<file path="src/sv/cetm_pkg.sv">
package cetm_pkg;

    // Widths of the configured date and time fields.
    localparam int YEAR_W    = 14;
    localparam int MONTH_W   = 4;
    localparam int DAY_W     = 5;
    localparam int HOUR_W    = 5;
    localparam int MINUTE_W  = 6;

    // Widest value a token can be compared against (the minute field).
    localparam int VAL_W     = 6;

    localparam int CFG_IDX_W = 3;
    localparam int CFG_DATA_W = YEAR_W;

    localparam int FIELD_COUNT = 5;

    // Depth of the weekday pipeline and the width of its settle counter.
    localparam int WD_STAGES = 5;
    localparam int WD_CNT_W  = 3;

    // Queue between the classifier and the token sequencer.
    localparam int FIFO_DEPTH = 4;
    localparam int FIFO_AW    = 2;
    localparam int FIFO_CW    = 3;

    localparam logic [CFG_IDX_W-1:0] CFG_YEAR   = 3'd0;
    localparam logic [CFG_IDX_W-1:0] CFG_MONTH  = 3'd1;
    localparam logic [CFG_IDX_W-1:0] CFG_DAY    = 3'd2;
    localparam logic [CFG_IDX_W-1:0] CFG_HOUR   = 3'd3;
    localparam logic [CFG_IDX_W-1:0] CFG_MINUTE = 3'd4;

    localparam logic [7:0] CH_SPACE = 8'h20;
    localparam logic [7:0] CH_STAR  = 8'h2A;
    localparam logic [7:0] CH_SLASH = 8'h2F;
    localparam logic [7:0] CH_ZERO  = 8'h30;
    localparam logic [7:0] CH_NINE  = 8'h39;

    typedef enum logic [2:0] {
        CC_SPACE,
        CC_STAR,
        CC_SLASH,
        CC_DIGIT,
        CC_OTHER
    } t_char_cls;

    typedef struct packed {
        t_char_cls  cls;
        logic [3:0] digit;
        logic       last;
    } t_item;

    typedef struct packed {
        logic [YEAR_W-1:0]   year;
        logic [MONTH_W-1:0]  month;
        logic [DAY_W-1:0]    day;
        logic [HOUR_W-1:0]   hour;
        logic [MINUTE_W-1:0] minute;
    } t_cfg;

    // Month term of the weekday formula, indexed by month minus one.
    function automatic logic [2:0] month_offset(input logic [MONTH_W-1:0] idx);
        logic [2:0] off;
        begin
            unique case (idx)
                4'd0:    off = 3'd0;
                4'd1:    off = 3'd3;
                4'd2:    off = 3'd2;
                4'd3:    off = 3'd5;
                4'd4:    off = 3'd0;
                4'd5:    off = 3'd3;
                4'd6:    off = 3'd5;
                4'd7:    off = 3'd1;
                4'd8:    off = 3'd4;
                4'd9:    off = 3'd6;
                4'd10:   off = 3'd2;
                4'd11:   off = 3'd4;
                default: off = 3'd0;
            endcase
            return off;
        end
    endfunction

endpackage

</file>
<file path="src/sv/cetm_front.sv">
module cetm_front (
    input  logic            i_clk,
    input  logic            i_rst_n,
    input  logic            i_s_valid,
    output logic            o_s_ready,
    input  logic [7:0]      i_s_char,
    input  logic            i_s_last,
    output logic            o_item_valid,
    input  logic            i_item_ready,
    output cetm_pkg::t_item o_item
);
    import cetm_pkg::*;

    t_item w_item;
    logic  r_valid;
    t_item r_item;

    always_comb begin
        w_item.last  = i_s_last;
        w_item.digit = 4'd0;
        if (i_s_char == CH_SPACE) begin
            w_item.cls = CC_SPACE;
        end else if (i_s_char == CH_STAR) begin
            w_item.cls = CC_STAR;
        end else if (i_s_char == CH_SLASH) begin
            w_item.cls = CC_SLASH;
        end else if (i_s_char >= CH_ZERO && i_s_char <= CH_NINE) begin
            w_item.cls   = CC_DIGIT;
            w_item.digit = 4'(i_s_char - CH_ZERO);
        end else begin
            w_item.cls = CC_OTHER;
        end
    end

    assign o_s_ready    = !r_valid || i_item_ready;
    assign o_item_valid = r_valid;
    assign o_item       = r_item;

    always_ff @(posedge i_clk) begin
        if (!i_rst_n) begin
            r_valid <= 1'b0;
        end else if (o_s_ready) begin
            r_valid <= i_s_valid;
        end
        if (i_s_valid && o_s_ready) begin
            r_item <= w_item;
        end
    end

endmodule

</file>
<file path="src/sv/cetm_fifo.sv">
module cetm_fifo (
    input  logic            i_clk,
    input  logic            i_rst_n,
    input  logic            i_push,
    output logic            o_in_ready,
    input  cetm_pkg::t_item i_data,
    output logic            o_out_valid,
    input  logic            i_pop,
    output cetm_pkg::t_item o_data
);
    import cetm_pkg::*;

    t_item                r_mem [FIFO_DEPTH];
    logic [FIFO_AW-1:0]   r_wr;
    logic [FIFO_AW-1:0]   r_rd;
    logic [FIFO_CW-1:0]   r_count;
    logic                 w_do_push;
    logic                 w_do_pop;

    assign o_in_ready  = r_count != FIFO_CW'(FIFO_DEPTH);
    assign o_out_valid = r_count != '0;
    assign o_data      = r_mem[r_rd];
    assign w_do_push   = i_push && o_in_ready;
    assign w_do_pop    = i_pop && o_out_valid;

    always_ff @(posedge i_clk) begin
        if (!i_rst_n) begin
            r_wr    <= '0;
            r_rd    <= '0;
            r_count <= '0;
        end else begin
            if (w_do_push) begin
                r_wr <= r_wr + 1'b1;
            end
            if (w_do_pop) begin
                r_rd <= r_rd + 1'b1;
            end
            if (w_do_push && !w_do_pop) begin
                r_count <= r_count + 1'b1;
            end else if (w_do_pop && !w_do_push) begin
                r_count <= r_count - 1'b1;
            end
        end
        if (w_do_push) begin
            r_mem[r_wr] <= i_data;
        end
    end

endmodule

</file>
<file path="src/sv/cetm_weekday.sv">
module cetm_weekday (
    input  logic           i_clk,
    input  logic           i_rst_n,
    input  logic           i_restart,
    input  cetm_pkg::t_cfg i_cfg,
    output logic [2:0]     o_weekday,
    output logic           o_ok
);
    import cetm_pkg::*;

    localparam int Y_W   = YEAR_W + 1;
    localparam int P1_W  = Y_W + 13;
    localparam int P2_W  = 32;

    logic [Y_W-1:0]       w_y;
    logic [P1_W-1:0]      w_p100;
    logic [P2_W-1:0]      w_p7;
    logic [Y_W-1:0]       w_sum;
    logic [Y_W-1:0]       w_q7x7;

    logic [Y_W-1:0]       r_y1;
    logic [2:0]           r_t1;
    logic [DAY_W-1:0]     r_d1;
    logic [Y_W-1:0]       r_y2;
    logic [7:0]           r_q100;
    logic [2:0]           r_t2;
    logic [DAY_W-1:0]     r_d2;
    logic [Y_W-1:0]       r_sum3;
    logic [Y_W-1:0]       r_sum4;
    logic [11:0]          r_q7;
    logic [2:0]           r_wd;
    logic [WD_CNT_W-1:0]  r_settle;

    // January and February count toward the previous year; 400 is added so
    // that year zero stays positive without changing the weekday.
    assign w_y = Y_W'(i_cfg.year) + Y_W'(400)
               - ((i_cfg.month < 4'd3) ? Y_W'(1) : Y_W'(0));

    // y / 100 as a reciprocal multiply, exact over the whole year range.
    assign w_p100 = P1_W'(r_y1) * P1_W'(5243);

    assign w_sum = r_y2 + (r_y2 >> 2) - Y_W'(r_q100) + Y_W'(r_q100 >> 2)
                 + Y_W'(r_t2) + Y_W'(r_d2);

    // sum / 7 as a reciprocal multiply, exact for sums below 2**15.
    assign w_p7   = P2_W'(r_sum3) * P2_W'(74899);
    assign w_q7x7 = (Y_W'(r_q7) << 3) - Y_W'(r_q7);

    always_ff @(posedge i_clk) begin
        if (!i_rst_n) begin
            r_settle <= WD_CNT_W'(WD_STAGES);
        end else if (i_restart) begin
            r_settle <= WD_CNT_W'(WD_STAGES);
        end else if (r_settle != '0) begin
            r_settle <= r_settle - 1'b1;
        end
        r_y1   <= w_y;
        r_t1   <= month_offset(i_cfg.month - 1'b1);
        r_d1   <= i_cfg.day;
        r_y2   <= r_y1;
        r_q100 <= w_p100[26:19];
        r_t2   <= r_t1;
        r_d2   <= r_d1;
        r_sum3 <= w_sum;
        r_sum4 <= r_sum3;
        r_q7   <= w_p7[30:19];
        r_wd   <= 3'(r_sum4 - w_q7x7);
    end

    assign o_weekday = r_wd;
    assign o_ok      = r_settle == '0;

endmodule

</file>
<file path="src/sv/cetm_back.sv">
module cetm_back #(
    parameter int ACC_BITS = 16
) (
    input  logic            i_clk,
    input  logic            i_rst_n,
    input  logic            i_item_valid,
    output logic            o_item_ready,
    input  cetm_pkg::t_item i_item,
    input  cetm_pkg::t_cfg  i_cfg,
    input  logic [2:0]      i_wd,
    input  logic            i_wd_ok,
    output logic            o_m_valid,
    input  logic            i_m_ready,
    output logic            o_m_match
);
    import cetm_pkg::*;

    typedef enum logic [2:0] {
        PH_BETWEEN,
        PH_STAR,
        PH_STAR_SLASH,
        PH_STEP,
        PH_NUM,
        PH_SEP,
        PH_BAD,
        PH_DONE
    } t_phase;

    typedef enum logic {
        ST_RUN,
        ST_MOD
    } t_state;

    t_state                r_state;
    logic [2:0]            r_field;
    t_phase                r_phase;
    logic [ACC_BITS-1:0]   r_acc;
    logic                  r_failed;
    logic [2:0]            r_weekday;
    logic [VAL_W-1:0]      r_mod_rem;
    logic [VAL_W-1:0]      r_mod_val;
    logic [VAL_W-1:0]      r_mod_div;
    logic [2:0]            r_mod_cnt;
    logic                  r_mod_last;
    logic                  r_out_valid;
    logic                  r_out_match;

    logic [VAL_W-1:0]      w_val;
    logic [ACC_BITS+3:0]   w_acc_x10;
    logic [ACC_BITS-1:0]   w_acc_dig;
    t_phase                w_phase;
    logic [ACC_BITS-1:0]   w_acc;
    logic                  w_open;
    logic                  w_fin;
    logic                  w_fin_ok;
    logic                  w_fin_mod;
    logic [2:0]            w_field_after;
    logic                  w_failed_after;
    logic                  w_at_start;
    logic                  w_pop;
    logic [VAL_W:0]        w_rem_sh;
    logic [VAL_W-1:0]      w_rem_next;
    logic                  w_mod_ok;
    logic [2:0]            w_mod_field;
    logic                  w_mod_failed;
    logic                  w_out_set;

    always_comb begin
        unique case (r_field)
            3'd0:    w_val = i_cfg.minute;
            3'd1:    w_val = VAL_W'(i_cfg.hour);
            3'd2:    w_val = VAL_W'(i_cfg.day);
            3'd3:    w_val = VAL_W'(i_cfg.month);
            default: w_val = VAL_W'(r_weekday);
        endcase
    end

    // Decimal accumulate with saturation at the all-ones value.
    assign w_acc_x10 = ({4'd0, r_acc} << 3) + ({4'd0, r_acc} << 1)
                     + {{ACC_BITS{1'b0}}, i_item.digit};
    assign w_acc_dig = (w_acc_x10[ACC_BITS+3:ACC_BITS] != 4'd0) ? {ACC_BITS{1'b1}}
                                                                : w_acc_x10[ACC_BITS-1:0];

    assign w_open = r_field < 3'(FIELD_COUNT);

    // Effect of one character on the token scanner.
    always_comb begin
        w_phase = r_phase;
        w_acc   = r_acc;
        w_fin   = 1'b0;
        if (w_open) begin
            if (i_item.cls == CC_SPACE) begin
                w_fin = r_phase != PH_BETWEEN;
            end else begin
                unique case (r_phase)
                    PH_BETWEEN: begin
                        if (i_item.cls == CC_STAR) begin
                            w_phase = PH_STAR;
                        end else if (i_item.cls == CC_DIGIT) begin
                            w_phase = PH_NUM;
                            w_acc   = ACC_BITS'(i_item.digit);
                        end else begin
                            w_phase = PH_BAD;
                        end
                    end
                    PH_STAR: begin
                        w_phase = (i_item.cls == CC_SLASH) ? PH_STAR_SLASH : PH_BAD;
                    end
                    PH_STAR_SLASH, PH_SEP: begin
                        if (i_item.cls == CC_DIGIT) begin
                            w_phase = (r_phase == PH_SEP) ? PH_NUM : PH_STEP;
                            w_acc   = ACC_BITS'(i_item.digit);
                        end else begin
                            w_phase = PH_BAD;
                        end
                    end
                    PH_STEP: begin
                        if (i_item.cls == CC_DIGIT) begin
                            w_acc = w_acc_dig;
                        end else begin
                            w_phase = PH_BAD;
                        end
                    end
                    PH_NUM: begin
                        if (i_item.cls == CC_DIGIT) begin
                            w_acc = w_acc_dig;
                        end else begin
                            w_phase = (r_acc == ACC_BITS'(w_val)) ? PH_DONE : PH_SEP;
                        end
                    end
                    PH_BAD, PH_DONE: begin
                    end
                endcase
            end
            // The last character closes a token that is still open.
            if (!w_fin && i_item.last && w_phase != PH_BETWEEN) begin
                w_fin = 1'b1;
            end
        end
    end

    // Verdict of a closing token; a step token with a small divisor goes
    // to the remainder sequencer instead.
    always_comb begin
        w_fin_ok  = 1'b0;
        w_fin_mod = 1'b0;
        unique case (w_phase)
            PH_STAR, PH_DONE: w_fin_ok = 1'b1;
            PH_NUM:           w_fin_ok = w_acc == ACC_BITS'(w_val);
            PH_STEP: begin
                if (w_acc == '0) begin
                    w_fin_ok = 1'b0;
                end else if (w_acc[ACC_BITS-1:VAL_W] != '0) begin
                    w_fin_ok = w_val == '0;
                end else begin
                    w_fin_mod = 1'b1;
                end
            end
            default: w_fin_ok = 1'b0;
        endcase
    end

    assign w_field_after  = w_fin ? r_field + 3'd1 : r_field;
    assign w_failed_after = r_failed | (w_fin & ~w_fin_ok);
    assign w_at_start     = r_field == 3'd0 && r_phase == PH_BETWEEN;

    assign o_item_ready = r_state == ST_RUN && (!w_at_start || i_wd_ok)
                        && (!i_item.last || !r_out_valid || i_m_ready);
    assign w_pop        = i_item_valid && o_item_ready;

    // One restoring remainder step per cycle, most significant bit first.
    assign w_rem_sh     = {r_mod_rem, r_mod_val[VAL_W-1]};
    assign w_rem_next   = (w_rem_sh >= {1'b0, r_mod_div}) ? VAL_W'(w_rem_sh - {1'b0, r_mod_div})
                                                          : w_rem_sh[VAL_W-1:0];
    assign w_mod_ok     = w_rem_next == '0;
    assign w_mod_field  = r_field + 3'd1;
    assign w_mod_failed = r_failed | ~w_mod_ok;

    // A result is loaded on the last character, or when the remainder of a
    // step token closed by the last character is done.
    assign w_out_set = (r_state == ST_RUN && w_pop && i_item.last && !(w_fin && w_fin_mod))
                     || (r_state == ST_MOD && r_mod_cnt == 3'd0 && r_mod_last);

    always_ff @(posedge i_clk) begin
        if (!i_rst_n) begin
            r_state     <= ST_RUN;
            r_field     <= 3'd0;
            r_phase     <= PH_BETWEEN;
            r_acc       <= '0;
            r_failed    <= 1'b0;
            r_out_valid <= 1'b0;
        end else begin
            if (w_out_set) begin
                r_out_valid <= 1'b1;
            end else if (r_out_valid && i_m_ready) begin
                r_out_valid <= 1'b0;
            end
            unique case (r_state)
                ST_RUN: begin
                    if (w_pop) begin
                        if (w_at_start) begin
                            r_weekday <= i_wd;
                        end
                        if (w_fin && w_fin_mod) begin
                            r_state    <= ST_MOD;
                            r_phase    <= w_phase;
                            r_acc      <= w_acc;
                            r_mod_rem  <= '0;
                            r_mod_val  <= w_val;
                            r_mod_div  <= w_acc[VAL_W-1:0];
                            r_mod_cnt  <= 3'(VAL_W - 1);
                            r_mod_last <= i_item.last;
                        end else if (i_item.last) begin
                            r_out_match <= w_field_after == 3'(FIELD_COUNT) && !w_failed_after;
                            r_field     <= 3'd0;
                            r_phase     <= PH_BETWEEN;
                            r_acc       <= '0;
                            r_failed    <= 1'b0;
                        end else if (w_fin) begin
                            r_field  <= w_field_after;
                            r_failed <= w_failed_after;
                            r_phase  <= PH_BETWEEN;
                            r_acc    <= '0;
                        end else begin
                            r_phase <= w_phase;
                            r_acc   <= w_acc;
                        end
                    end
                end
                ST_MOD: begin
                    r_mod_rem <= w_rem_next;
                    r_mod_val <= r_mod_val << 1;
                    r_mod_cnt <= r_mod_cnt - 3'd1;
                    if (r_mod_cnt == 3'd0) begin
                        r_state <= ST_RUN;
                        r_phase <= PH_BETWEEN;
                        r_acc   <= '0;
                        if (r_mod_last) begin
                            r_out_match <= w_mod_field == 3'(FIELD_COUNT) && !w_mod_failed;
                            r_field     <= 3'd0;
                            r_failed    <= 1'b0;
                        end else begin
                            r_field  <= w_mod_field;
                            r_failed <= w_mod_failed;
                        end
                    end
                end
            endcase
        end
    end

    assign o_m_valid = r_out_valid;
    assign o_m_match = r_out_match;

endmodule

</file>
<file path="src/sv/cron_entry_time_match_unit.sv">
// Each character is registered in the front end and queued before the sequencer takes it.
// The match bit of the last character is registered when it is taken, or when the bit-serial
// remainder is done if the last token is a step token with a divisor below 64. Throughput:
// one character per cycle, save while the sequencer works out such a remainder or waits on
// the result port, and a character that opens an entry waits after a register write while the
// weekday pipeline settles. Reset is synchronous, active low, and sets 2000-01-01 00:00.
module cron_entry_time_match_unit #(
    parameter int ACC_BITS = 16
) (
    input  logic        i_clk,
    input  logic        i_rst_n,

    // Character stream from the entry text store.
    input  logic        s_axis_tvalid,
    output logic        s_axis_tready,
    input  logic [7:0]  s_axis_tdata,   // [7:0] entry_char
    input  logic        s_axis_tlast,   // last character of the entry

    // One result transaction per entry.
    output logic        m_axis_tvalid,
    input  logic        m_axis_tready,
    output logic [7:0]  m_axis_tdata,   // [0] match, [7:1] zero

    // Register write channel: 0 year, 1 month, 2 day_of_month, 3 hour, 4 minute.
    input  logic        i_cfg_valid,
    output logic        o_cfg_ready,
    input  logic [cetm_pkg::CFG_IDX_W-1:0]  i_cfg_index,
    input  logic [cetm_pkg::CFG_DATA_W-1:0] i_cfg_data
);
    import cetm_pkg::*;

    t_cfg  r_cfg;
    logic  w_cfg_wr;

    logic  w_item_valid;
    logic  w_item_ready;
    t_item w_item;
    logic  w_q_valid;
    logic  w_q_pop;
    t_item w_q_item;
    logic [2:0] w_wd;
    logic  w_wd_ok;
    logic  w_match;

    // The register file always accepts writes. Writes to indexes past the
    // minute register are dropped.
    assign o_cfg_ready = 1'b1;
    assign w_cfg_wr    = i_cfg_valid && o_cfg_ready;

    always_ff @(posedge i_clk) begin
        if (!i_rst_n) begin
            r_cfg.year   <= YEAR_W'(2000);
            r_cfg.month  <= MONTH_W'(1);
            r_cfg.day    <= DAY_W'(1);
            r_cfg.hour   <= '0;
            r_cfg.minute <= '0;
        end else if (w_cfg_wr) begin
            unique case (i_cfg_index)
                CFG_YEAR:   r_cfg.year   <= i_cfg_data[YEAR_W-1:0];
                CFG_MONTH:  r_cfg.month  <= i_cfg_data[MONTH_W-1:0];
                CFG_DAY:    r_cfg.day    <= i_cfg_data[DAY_W-1:0];
                CFG_HOUR:   r_cfg.hour   <= i_cfg_data[HOUR_W-1:0];
                CFG_MINUTE: r_cfg.minute <= i_cfg_data[MINUTE_W-1:0];
                default: begin
                end
            endcase
        end
    end

    // Front end: classifies each character into a token class and digit.
    cetm_front u_front (
        .i_clk        (i_clk),
        .i_rst_n      (i_rst_n),
        .i_s_valid    (s_axis_tvalid),
        .o_s_ready    (s_axis_tready),
        .i_s_char     (s_axis_tdata),
        .i_s_last     (s_axis_tlast),
        .o_item_valid (w_item_valid),
        .i_item_ready (w_item_ready),
        .o_item       (w_item)
    );

    // Short queue so the front keeps taking characters while the sequencer
    // is busy with a remainder or waits on the result port.
    cetm_fifo u_fifo (
        .i_clk       (i_clk),
        .i_rst_n     (i_rst_n),
        .i_push      (w_item_valid),
        .o_in_ready  (w_item_ready),
        .i_data      (w_item),
        .o_out_valid (w_q_valid),
        .i_pop       (w_q_pop),
        .o_data      (w_q_item)
    );

    // Weekday of the configured date, recomputed after every register write.
    cetm_weekday u_weekday (
        .i_clk     (i_clk),
        .i_rst_n   (i_rst_n),
        .i_restart (w_cfg_wr),
        .i_cfg     (r_cfg),
        .o_weekday (w_wd),
        .o_ok      (w_wd_ok)
    );

    // Back end: token scanner, field checks and the result register.
    cetm_back #(
        .ACC_BITS (ACC_BITS)
    ) u_back (
        .i_clk        (i_clk),
        .i_rst_n      (i_rst_n),
        .i_item_valid (w_q_valid),
        .o_item_ready (w_q_pop),
        .i_item       (w_q_item),
        .i_cfg        (r_cfg),
        .i_wd         (w_wd),
        .i_wd_ok      (w_wd_ok),
        .o_m_valid    (m_axis_tvalid),
        .i_m_ready    (m_axis_tready),
        .o_m_match    (w_match)
    );

    assign m_axis_tdata = {7'd0, w_match};

endmodule

</file>
<file path="config.mk">
export PLATFORM = sky130hd
export DESIGN_NAME = cron_entry_time_match_unit
export DESIGN_NICKNAME = d
export VERILOG_FILES = /design/src/sv/cetm_pkg.sv /design/src/sv/cetm_front.sv /design/src/sv/cetm_fifo.sv /design/src/sv/cetm_weekday.sv /design/src/sv/cetm_back.sv /design/src/sv/cron_entry_time_match_unit.sv
export SDC_FILE = /design/constraint.sdc
export NUM_CORES = 1
export LEC_CHECK = 0
export BUFFER_PORTS_ARGS = -buffer_cell sky130_fd_sc_hd__buf_4
export CAP_MARGIN = 20
export CORE_MARGIN = 1
export CORE_UTILIZATION = 50
export DETAILED_ROUTE_END_ITERATION = 16
export HOLD_SLACK_MARGIN = 0.1
export PLACE_DENSITY = 0.69
export SLEW_MARGIN = 20
export SYNTH_ARGS = -nofsm -noshare
export SYNTH_HDL_FRONTEND = slang
export SYNTH_SLANG_ARGS = --single-unit
</file>
<file path="constraint.sdc">
create_clock -name i_clk -period 5.3 [get_ports i_clk]
set_input_delay 1.06 -clock i_clk [delete_from_list [all_inputs] [get_ports i_clk]]
set_output_delay 1.06 -clock i_clk [all_outputs]
set_load 0.02 [all_outputs]
</file>
# Yosys cells after proc, flatten, opt, wreduce, memory -nomap -nowiden

Memories as Yosys holds them, arrays and structs flattened. A register that Yosys moved wholly into a read port is not among the register bits.
Cells that the tools add are included.
W data, S select, Z words.

Register bits after elaboration: 179
Memory bits (writable): 32
Bits in read-only memories: 48
Input port bits: 31
Output and inout port bits: 11
Word-level logic and storage cells: 269
Memories kept: 2

Add/sub/neg operators: 21
Multipliers: 2
Order comparisons: 5
Equal/unequal tests: 34
Multiplexer cells: 89
Bitwise gates (word level): 8
Reductions and logical operators: 70

Memories:

| name             | words | bits a word | rd ports | clocked after Yosys merged registers in | wr ports | line            | RTL |
|---|---|---|---|---|---|---|---|
| (name not given) | 16    | 3           | 1        | 1                                       | 0        | cetm_pkg.sv:65  | `unique case (idx)` |
| u_fifo.r_mem     | 4     | 8           | 1        | 1                                       | 1        | cetm_fifo.sv:13 | `t_item r_mem [FIFO_DEPTH];` |

Operator list:

| cell                     | number |
|---|---|
| $mux W16                 | 11 |
| $mux W3                  | 26 |
| $pmux W16 S3             | 1 |
| $eq A16 B6 Y1            | 2 |
| $pmux W16 S2             | 1 |
| $mux W6                  | 5 |
| $mux W1                  | 29 |
| $eq A3 B2 Y1 const B     | 9 |
| $mul A15 B13 Y27 const B | 1 |
| $eq A8 B6 Y1 const B     | 3 |
| $pmux W6 S2              | 2 |
| $pmux W6 S4              | 1 |
| $mul A15 B17 Y22 const B | 1 |
| $eq A3 B3 Y1 const B     | 7 |
| $add A19 B17 Y20         | 1 |
| $add A20 B4 Y20          | 1 |
| $logic_and A1 B1 Y1      | 20 |
| $logic_not A3 Y1         | 6 |
| $pmux W3 S2              | 3 |
| $logic_not A16 Y1        | 1 |
| $add A14 B9 Y15 const B  | 1 |
| $add A15 B13 Y15         | 1 |
| $add A15 B3 Y15          | 1 |
| $add A15 B5 Y15          | 1 |
| 41 further kinds         | 94 |

# Depth between registers and ports, before layout

Depth in word-level cells: 21
Mapped depth: 22
Gate-level depth less buffers: 22

# Cells and area by module

A second synthesis with hierarchy kept.

Cells, all modules: 1734
Area, all modules: 17648.2 µm²

Modules (own cells, without submodules):

| module                     | instances | cells each | area an instance (µm²) | sequential area each (µm²) |
|---|---|---|---|---|
| cetm_weekday               | 1         | 902        | 9374.0                 | 1621.6 |
| cetm_back                  | 1         | 562        | 4735.8                 | 1281.2 |
| cetm_fifo                  | 1         | 90         | 1656.6                 | 1141.1 |
| cron_entry_time_match_unit | 1         | 143        | 1428.9                 | 680.7 |
| cetm_front                 | 1         | 37         | 452.9                  | 260.2 |

# Worst setup path before layout

OpenSTA, ideal clock, no wires.

Kind: register to register
Start: register u_weekday.r_y1[8]
End: register u_weekday.r_q100[7]
Setup time: 0.072 ns
Data arrival time: 5.004 ns
Data required time: 5.228 ns
Setup slack: 0.223 ns
Stages on the path, launching flop included: 21
Buffers on the path: 0
Period minus slack after synthesis: 5.077 ns
Cells stage by stage: dfxtp_1 -> ha_1 -> inv_1 -> fa_1 -> inv_1 -> fa_1 -> inv_1 -> fa_1 -> fa_1 -> inv_1 -> ha_1 -> o21a_1 -> o2111ai_1 -> nand2_1 -> a21o_1 -> a31oi_1 -> nor2_1 -> a2111oi_0 -> o21bai_1 -> a21oi_1 -> xnor2_1

Cells in the longest elaborated chain, start to end: 1

RTL lines:

| element                        | line               | RTL |
|---|---|---|
| from (decl)                    | cetm_weekday.sv:21 | `logic [Y_W-1:0] r_y1;` |
| from (signal assigned)         | cetm_weekday.sv:57 | `r_y1 <= w_y;` |
| $mul A15 B13 Y27               | cetm_weekday.sv:40 | `assign w_p100 = P1_W'(r_y1) * P1_W'(5243);` |
| named net u_weekday.w_p100[26] | cetm_weekday.sv:16 | `logic [P1_W-1:0] w_p100;` |
| to (signal assigned)           | cetm_weekday.sv:61 | `r_q100 <= w_p100[26:19];` |
| to (decl)                      | cetm_weekday.sv:25 | `logic [7:0] r_q100;` |

The timed path passes the listed nets, and every way through them passes these cells.
A chain may end at the register's enable or synchronous reset.

==> flow_summary_export.csv <==
group,metric,value,unit
floorplanning,die_h,189,um
routing,ant_nets,0,
global_route,grt_antenna_before_repair,0,
sta,tightest_slew,1.02,ns
worst_setup_path,path_class,"reg2reg",
layout,postLayoutCoreUtil,0.565,
yosys,ys.flop_type,"dfxtp_1",
sta,setup_viol,0,
routing,vias,12200,
sta,post-route-period-util,0.957,
sta,slew_viol_final,0,
job,max_cap_violations,0,
sta,hold_violations,0,
clocking,cts_tree,"done",
floorplanning,coreArea,33900,sq um
clocking,cts_max_level,1,
yosys,yosysTopAreaCell,"ha_1",
floorplanning,ios,42,
worst_setup_path,cp-start-kind,"flip-flop",
floorplanning,num_rows,67,
floorplanning,initial_core_util,0.514,
routing,dr.pass1.iters,5,
placement,routabilityCongestion,0.886,
yosys,yosysTopAreaCellShare,0.200,
yosys,yosysUniqueCellTypes,87,
floorplanning,die_area,35500,sq um
global_route,grtUsageMet2,0.396,
placement,placement.io_buffers,33,
sta,period_minus_slack,5.07,ns
layout,synthToLayoutAreaGrowth,10.1,%
sta,slew_headroom,0.320,
routing,drt_iter0_drc,602,
yosys,synth.area.top_cells,"ha_1, dfxtp_1, fa_1",
layout,fillers,2965,
yosys,ys_warn_count,0,
worst_hold_path,hp-class,"reg2reg",
routing,routed_via_density,5.40,
yosys,synth_seq_area_share,0.287,
global_route,grt_pass1_vias,12700,
worst_setup_path,cp.arrival,5.40,ns
routing,wl,37200,um
worst_setup_path,path_max_fanout,7,
global_route,gr-max-usage-layer,"met2",
yosys,avgSynthCellArea,10.0,sq um
global_route,overflow,0,
layout,fin_nets,2232,
clocking,numClockSinks,216,
status,status,"completed",
clocking,clock_latency,0.53,ns
global_route,grt_first_pass_wirelength,62400,um
global_route,grt_max_degree,46,
yosys,ys_top_cells_by_count,"inv_1, ha_1, dfxtp_1, fa_1, nor2_1",
layout,diodes,0,
routing,wl_per_cell,16.5,um
yosys,syn_inst,1737,
clocking,cts_root_buf,"clkbuf_16",
sta,fmax,197,MHz
yosys,syn_area,17400,sq um
floorplanning,die_x,189,um
sta,clock_skew,0.0269,ns
placement,place_hpwl,30300,um
worst_setup_path,end_kind,"flip-flop",
global_route,grtUsageTotal,0.215,
yosys,post-synth-top-count-cell,"inv_1",
yosys,synth_seq_cells,216,
clocking,clockBufferDepth,3,
clocking,clk_pin_slew,0.06,ns
yosys,ys_async_sr_fraction,0,
worst_setup_path,worstPathRequired,5.63,ns
sta,rsz0062_at_grt,"no",
routing,drc,0,
yosys,synth_edf_count,66,
global_route,met3_usage,0.0220,
global_route,met1_usage,0.263,
clocking,cts-buffers-inserted,25,
layout,drive_above_1_share,0.0802,
sta,setup_tns,0,ns
## routing by layer
layer	share of wire	vias up	wire length (um)
met2	0.51	230	19000
li1	-	5975	-
met4	0.028	0	1030
met3	0.033	67	1220
met5	0	-	0
met1	0.43	5920	15900
## cells by family after synthesis
family,count (synthesis),synth area share
AOI/OAI and AO/OA,286,0.111
buffers and inverters,356,0.0803
DFF,216,0.287
muxes,42,0.0303
xor gates and xnor gates,75,0.0378
adders and majority gates,412,0.354
and+or+nand+nor,348,0.0998
other,2,0.000432
## sequential cells by signal, indices dropped and copies added, names as in the netlist, 5 cells and up, named ones only
name and count:
r_cfg 34, u_fifo.r_mem 32, u_back.r_acc 16, u_weekday.r_sum3 15, u_weekday.r_y1 15, u_weekday.r_y2 15
u_front.o_item 8, u_weekday.r_q100 8, u_back.r_mod_div 6, u_back.r_mod_rem 6, u_back.r_mod_val 6, u_weekday.r_d1 5
u_weekday.r_d2 5
## layout make-up
| type | count | area, sq um | share of cell area |
|---|---|---|---|
| inverters | 310 | 1160 | 0.0608 |
| repair buffers | 65 | 488 | 0.0255 |
| clock buffers | 31 | 668 | 0.0349 |
| multi-input cells | 1171 | 11100 | 0.578 |
| clock inverters | 15 | 211 | 0.0110 |
| flip-flops and latches | 216 | 4990 | 0.260 |
| well taps | 448 | 561 | 0.0293 |
## repair_timing
item                       in CTS  in global routing
gates cloned                    0                  0
buffers inserted                0                  0
gates resized for setup         3                  6
hold buffers                    0                  0
setup endpoints to repair       1                 12
pin swaps                       0                  3
## final timing paths
path / from / to / slack [ns] / cells past startpoint
min reg2reg: u_weekday.r_t1[0] / u_weekday.r_t2[0] / 0.32 / 0
max reg2reg: flip-flop / u_back.o_m_match / 0.23 / 18
min: u_weekday.r_t1[0] / u_weekday.r_t2[0] / 0.32 / 0
max: flip-flop / u_back.o_m_match / 0.23 / 18
## metrics by stage
step / cells / hold slack [ns] / worst slack, ns / instance area [sq um]
2_1_floorplan: 1743 / 0.310 / 0.223 / 17400
3_3_place_gp: 2210 / 0.310 / 0.165 / 18200
3_5_place_dp: 2210 / 0.312 / 0.0728 / 18200
4_1_cts: 2256 / 0.325 / 0.0372 / 19100
5_1_grt: 2256 / 0.326 / 0.00714 / 19100
6_report: 2256 / 0.322 / 0.230 / 19100
## worst max-delay path: stages, from the launching register on
cell,delay (ns)
dfxtp_1,0.34
buf_4,0.17
mux4_2,0.52
inv_1,0.08
fa_1,0.45
fa_1,0.48
nor2b_1,0.16
o31a_1,0.29
o2111ai_1,0.19
a21boi_1,0.24
o21ai_0,0.15
nor4b_1,0.32
buf_4,0.18
nor2_1,0.05
or3_1,0.41
o41ai_1,0.36
buf_4,0.17
nor2_1,0.04
o41ai_1,0.26
## placed cells by master, fill, tap and decap left out, drive strengths merged, types with 9 or more instances in the layout
master	n
nor3	21
nor2b	24
o211ai	12
nand3	20
nand2	93
a22oi	11
and3	13
a22o	17
ha	278
o21ai	60
a21oi	69
a31oi	11
nand2b	15
o21a	10
inv	310
o21bai	9
a21o	16
edfxtp	66
clkbuf	31
nor2	102
and2	11
mux2i	29
xnor2	51
fa	134
xor2	24
dfxtp	150
buf	65
nor4	10
Power is left out: the tool's default activity adds up to more than one toggle a clock period on the data nets, which glitch-free logic cannot reach.
